[src/hdl/r52mp_pkg.sv]
`timescale 1ns / 1ps
// ----------------------------------------------------------------------------
// r52mp_pkg
// Widths, word layout, op codes and controller/datapath interface types.
// ----------------------------------------------------------------------------
package r52mp_pkg;

  localparam int LIMB_W  = 52;
  localparam int HALF_W  = 26;
  localparam int DIGIT_W = 57;
  localparam int IDX_W   = 4;
  localparam int S_DATA_W = 56;
  localparam int S_USER_W = 2;
  localparam int M_DATA_W = 64;

  // input word layout, lowest bit first
  localparam int IDX_LSB    = 0;
  localparam int LIMB_LSB   = 4;

  // input tuser layout
  localparam int OP_BIT     = 0;
  localparam int FIRST_BIT  = 1;

  localparam logic OP_LOAD = 1'b0;
  localparam logic OP_PUSH = 1'b1;

  typedef struct packed {
    logic coeff_we;
    logic push;
    logic issue;
    logic last;
    logic load_out;
  } r52mp_cmd_t;

  typedef struct packed {
    logic fire;   // this push completes a digit window
    logic done;   // last tap has been accumulated
  } r52mp_status_t;

endpackage

[src/hdl/r52mp_ctrl.sv]
`timescale 1ns / 1ps
// ----------------------------------------------------------------------------
// r52mp_ctrl
// Sequencer: takes input words, walks the taps, hands the digit to the
// output register.
// ----------------------------------------------------------------------------
module r52mp_ctrl import r52mp_pkg::*; #(
  parameter int TAPS = 16
) (
  input  logic                    clk,
  input  logic                    rst,
  input  logic                    s_tvalid,
  output logic                    s_tready,
  input  logic                    op,
  output logic                    m_tvalid,
  input  logic                    m_tready,
  output r52mp_cmd_t              cmd,
  output logic [$clog2(TAPS)-1:0] tap,
  input  r52mp_status_t           status
);

  localparam int AW = $clog2(TAPS);

  typedef enum logic [1:0] {IDLE, RUN, DRAIN, HOLD} state_t;

  state_t state;
  logic   accept;

  assign s_tready = (state == IDLE);
  assign accept   = s_tvalid && s_tready;

  always_comb begin
    cmd.coeff_we = accept && (op == OP_LOAD);
    cmd.push     = accept && (op == OP_PUSH);
    cmd.issue    = (state == RUN);
    cmd.last     = (tap == AW'(TAPS - 1));
    cmd.load_out = (state == HOLD) && (!m_tvalid || m_tready);
  end

  always_ff @(posedge clk) begin
    if (rst) begin
      state    <= IDLE;
      tap      <= '0;
      m_tvalid <= 1'b0;
    end else begin
      if (cmd.load_out) begin
        m_tvalid <= 1'b1;
      end else if (m_tvalid && m_tready) begin
        m_tvalid <= 1'b0;
      end
      case (state)
        IDLE: begin
          if (status.fire) begin
            tap   <= '0;
            state <= RUN;
          end
        end
        RUN: begin
          tap <= tap + AW'(1);
          if (cmd.last) begin
            state <= DRAIN;
          end
        end
        DRAIN: begin
          if (status.done) begin
            state <= HOLD;
          end
        end
        HOLD: begin
          // previous word may still sit in the output register
          if (cmd.load_out) begin
            state <= IDLE;
          end
        end
        default: begin
          state <= IDLE;
        end
      endcase
    end
  end

endmodule

[config.mk]
export PLATFORM = sky130hd
export DESIGN_NAME = r52mp_ctrl
export DESIGN_NICKNAME = d
export VERILOG_FILES = /design/src/hdl/r52mp_pkg.sv /design/src/hdl/r52mp_ctrl.sv
export SDC_FILE = /design/constraint.sdc
export NUM_CORES = 1
export LEC_CHECK = 0
export BUFFER_PORTS_ARGS = -buffer_cell sky130_fd_sc_hd__clkbuf_2
export CAP_MARGIN = 20
export CORE_AREA = 3 3 40 42
export CTS_CLUSTER_DIAMETER = 40
export CTS_CLUSTER_SIZE = 25
export DETAILED_ROUTE_END_ITERATION = 7
export DIE_AREA = 0 0 43 45
export PLACE_DENSITY = 0.6
export REMOVE_ABC_BUFFERS = 1
export SLEW_MARGIN = 20
export SYNTH_ARGS = -nofsm -noshare
export SYNTH_HDL_FRONTEND = slang
export SYNTH_SLANG_ARGS = --single-unit
[constraint.sdc]
create_clock -name clk -period 1.41 [get_ports clk]
set_input_delay 0.0705 -clock clk [delete_from_list [all_inputs] [get_ports clk]]
set_output_delay 0.0705 -clock clk [all_outputs]
set_load 0.02 [all_outputs]
# Word level (Yosys, flattened, before mapping)
# Index checks and enable logic that the tools add are counted.
# totals
ff_bits	7
# op_classes
addsub	1
eq_ne	8
muxes	9
bitwise	1
n_reduce_logical	12
# ops
op	count
2-bit two-way mux	4
2-bit one-hot mux with 4 select lines	1
4-bit one-hot mux with 2 select lines	1
2-bit != test, second input constant	3
1-bit logical AND	5
4-bit by 1-bit adder with 4-bit output, second input constant	1
2-bit == test, second input constant	2
4-bit == test, second input constant	1
4-bit two-way mux	1
4-bit AND reduction	1
2-bit nonzero test	2
2-bit by 1-bit == test with 1-bit output, second input constant	1
2-bit zero test	1
1-bit two-way mux	2
2-bit by 1-bit != test with 1-bit output, second input constant	1
2-bit AND reduction	1
1-bit zero test	1
1-bit logical OR	1
1-bit inverter	1

# Depth between registers and ports, before layout
# logic_depth
ltp_word	5
depth_mapped	6
depth_no_buf	6

# Worst setup path before layout
# OpenSTA, ideal clock, no wires.
# synth_path
kind	reg-to-reg
startpoint	register state[0]
endpoint	register state[1]
setup_time_ns	0.114
arrival_ns	1.520
path_slack_ns	-0.225
stages_incl_launch_ff	7
n_path_buf	0
period_less_slack_ns	1.635
path_cell_list	dfxtp_1 -> inv_1 -> ha_1 -> nor2b_1 -> a2111oi_4 -> mux2i_1 -> nor2_1
# synth_between
elab_cells_between_ends	11
classes_between	eq/ne: 7; mux: 1; reduce/logical: 3
# synth_rtl
item	line_no	text
start: declaration	r52mp_ctrl.sv:26	state_t state;
start signal: assignment	r52mp_ctrl.sv:42	state <= IDLE;
start signal: assignment	r52mp_ctrl.sv:55	state <= RUN;
start signal: assignment	r52mp_ctrl.sv:61	state <= DRAIN;
2-bit zero test (*)	-	
net s_tready	r52mp_ctrl.sv:13	output logic s_tready,
2-bit by 1-bit != test with 1-bit output (no source line)	-	
4-bit AND reduction (no source line)	-	
# Mark *: on every way through the listed nets, which the timed path passes. The rest lies on a longest branch.
# A chain may end at the register's enable or synchronous reset.

# Worst setup path after layout
# layout_path
startpoint	register state[0]
endpoint	register state[1]
# layout_between
elab_chain_len	4
elab_cells_between_ends	11
classes_between	eq/ne: 7; mux: 1; reduce/logical: 3
# layout_lines
item	line_no	text
2-bit == test	r52mp_ctrl.sv:37, r52mp_ctrl.sv:51	
1-bit logical AND	r52mp_ctrl.sv:37	cmd.load_out = (state == HOLD) && (!m_tvalid || m_tready);
2-bit != test (no source line)	-	
4-bit AND reduction (no source line)	-	
# Several ways; a longest one is shown, not always the timed one.

==> key figures <==
Run status
  – Outcome: finished, violations left
  – Violated checks: setup timing

Synthesis
  – Post-synth ARST share: 0%
  – Top_reg_cell synth: dfxtp_1
  – Largest family of logic cells by synthesized area: simple AND/OR/NAND/NOR gates
  – Post-Synth Adder-Cell Area: between 10% and 20%
  – Sequential area share after synthesis: 32.2%
  – Largest area contributor in the netlist: dfxtp_1
  – XOR/XNOR Fraction of Synth Area: 0%
  – Yosys reg bits: 7
  – Cells after Synth: 50
  – Most frequent cells after synthesis: dfxtp_1, nor2_1, ha_1
  – Synth unique cells: 24
  – Post-synthesis average cell area: 8.71 µm²
  – Mux cell area share after synthesis: 2.30%
  – Number of enable flip-flop cells after synthesis: 0
  – Cell Area, Synth: 435 µm²
  – Post-synthesis compound-gate area fraction: 20.4%
  – Synth Area in Simple Gates: roughly 27%
  – Top cells by area, synth: dfxtp_1, ha_1, a2111oi_4, nor2_1, a21oi_1
  – Ys Warns: 0
  – Share of the synthesized area in the top cell type: 32.2%

Critical path
  – Crit-path cells: ha_2 > and3b_2 > a2111oi_4 > mux2i_1 > nor2_1
  – Slowest Stage Delay on Critical Path: 400 ps
  – Reg-to-Reg End: state[1]
  – Kind of critical path: reg -> reg
  – R2R setup slack: -90 ps
  – CP required: 1550 ps
  – CP endpoint kind: flip-flop
  – Startpoint Class: flip-flop
  – R2r worst-path depth: 5
  – Reg2reg start: state[0]
  – Crit-path slowest cell: a2111oi_4
  – Crit-path max FO: 3
  – CP arrival: 1640 ps

Global route
  – Largest net degree at the start of global routing: 8
  – GR Util All Layers: 12.8%
  – Top Usage Layer GRT: met2
  – Global-route wire length before repair: between 1500 and 2000 µm
  – Met1 Usage GRT: approximately 14%
  – Total grt overflow: 0
  – Initial antenna violation count: 0
  – Vias in the first global route: 466
  – GR Layer Usage met3: 2.79%
  – Met2 Use GR: approximately a quarter

STA
  – Layout Skew: ~6.2 ps
  – Slew of the pin with the lowest slew margin: approximately 350 ps
  – Worst hold margin: between 90 and 100 ps
  – Min cycle time layout: 1500 ps
  – Final setup margin: -90.1 ps
  – Period utilization: 106%
  – Fmax: 0.667 GHz
  – Slew Viols, Final: 0
  – Relative slew margins: 76.8%
  – Setup violators final: 2
  – Setup TNS: -163 ps
  – RSZ-0062 raised after global routing: true
  – Final hold vios: 0

Floorplan
  – Total Die Area: 1940 µm²
  – Num rows: 13
  – I/O pin count: 18
  – Initial core utilization: 33.9%
  – Die height: between 40 and 50 µm
  – Die width: 43 µm
  – Core footprint: 1280 µm²

CTS
  – Max clock buf depth: 2
  – Cts bufs inserted: 3
  – H-tree levels: 1
  – Worst-path clk slew: 60 ps
  – CTS Hold Bufs: 0
  – CTS sink count: 7
  – CTS tree: done
  – Root Driver: clkbuf_4
  – Worst skew pair latency: 250 ps

Layout
  – Share of layout cells above drive strength 1: between 50% and 60%
  – Core Util, Final: a little under three fifths
  – Final #Nets: 98
  – Antenna diodes: 0
  – Area grow syn2layout: 65.5%
  – Fin area: 721 µm²

Route
  – Post-DRT Antenna Nets: 0
  – Routed vias: just under 500
  – Drt drc: 0
  – Detailed Routing Iterations Pass 1: 4
  – DRT iter0 DRCs: 4
  – Final wirelength: between 1000 and 1500 µm
  – Via-to-Cell Ratio: 4.83
  – Drt wl/cell: 11.4 µm

Power and ir drop
  – Final Power: 1250 µW
  – Pleak: around 0.00035 µW
  – Pwr/cell area: roughly 1700 nW/µm²
  – Worst vdd ir: 0.000856 V

Worst hold path
  – Hold path depth: 2
  – WHS Endpoint: tap[0]
  – HP Class: in -> reg
  – Hold path start: rst

Place
  – Post-DP HPWL: 888 µm
  – Routability cong.: 0.690
  – Placed cell area: 629 µm²
  – Port bufs: 17

Run
  – Max_cap viols: 0
[metal layers]
metal | share of wire, % | wire length [µm]
met1 | 39 | 444
met2 | 54 | 615
met3 | 6.5 | 74
met4 | 0.35 | 4
met5 | 0 | 0
[repair_timing]
action | CTS | global route
setup endpoints to repair | 6 | 9
gates resized for setup | 8 | 12
hold endpoints to repair | 0 | 0
pin swaps | 2 | 5
buffers inserted | 2 | 0
[cell families (layout without fill, tap and decap cells)]
| kind of cell | Yosys count | after routing |
|---|---|---|
| AOI/OAI and AO/OA | 11 | 11 |
| adders and majority gates | 5 | 5 |
| buffers and inverters | 4 | 39 |
| DFF | 7 | 7 |
| muxes | 1 | 1 |
| and+or+nand+nor | 22 | 22 |
[layout by cell type (no fill, tap or decap)]
master / synthesis / routed
nor3_4: 0 / 1
o21ai_4: 0 / 1
nor2b_4: 0 / 1
ha_1: 5 / 1
and3_1: 1 / 1
nand2_1: 3 / 3
o21ai_2: 0 / 1
buf_4: 0 / 14
nor2_1: 7 / 7
nand2b_1: 2 / 2
o21ai_0: 2 / 1
or2b_1: 1 / 1
mux2i_1: 1 / 1
a32oi_1: 1 / 1
a21boi_0: 1 / 1
buf_2: 0 / 2
a2111oi_4: 1 / 1
clkbuf_4: 0 / 3
nand3_1: 1 / 1
a21oi_1: 3 / 3
nand3b_1: 1 / 1
and2_1: 1 / 1
a22oi_1: 1 / 1
and3b_2: 0 / 1
inv_2: 0 / 2
nor2b_2: 0 / 1
a211oi_1: 1 / 1
clkbuf_2: 0 / 15
ha_2: 0 / 4
inv_1: 4 / 2
dfxtp_1: 7 / 5
clkbuf_1: 0 / 1
nand3_2: 1 / 1
dfxtp_2: 0 / 2
[state kept, by name, indices dropped and copies added (netlist names)]
register and count:
state 2, tap 4, m_tvalid 1
[worst max-delay path by stage]
stage               end     start  slack, ps  cells after the start
2_1_floorplan  state[1]  state[0]       -220                      6
3_3_place_gp   state[1]  state[0]       -100                      6
3_5_place_dp   state[0]  state[1]       -140                      6
4_1_cts        state[1]  state[0]        -90                      5
5_1_grt        state[1]  state[0]       -180                      5
6_report       state[1]  state[0]        -90                      5
[report_power, final]
part           switching (µW)  leakage [µW]  internal [µW]
clock                    72.2     0.0000150            108
combinational             409      0.000281            376
sequential               39.3     0.0000576            246
[critical path: cells and delay by family (launching register included)]
kind,cells,cell delay [ps]
AOI/OAI and AO/OA,1,400
adders and majority gates,1,180
DFF,1,330
muxes,1,220
and+or+nand+nor,2,260
[final cells by class]
cell class | count | area [µm²]
clock buffers | 4 | 26.3
multi-input cells | 39 | 328
repair buffers | 31 | 190
inverters | 4 | 15.0
well taps | 15 | 18.8
fillers | 120 | 564
flip-flops and latches | 7 | 143
[stage by stage]
stage               setup WS [ps]  std cells
CTS                         -87.7        100
floorplan                    -225         50
detailed placement           -140         94
global route                 -184        100
finish                      -90.1        100
global placement             -104         94
(Power assumes the default switching activity.)
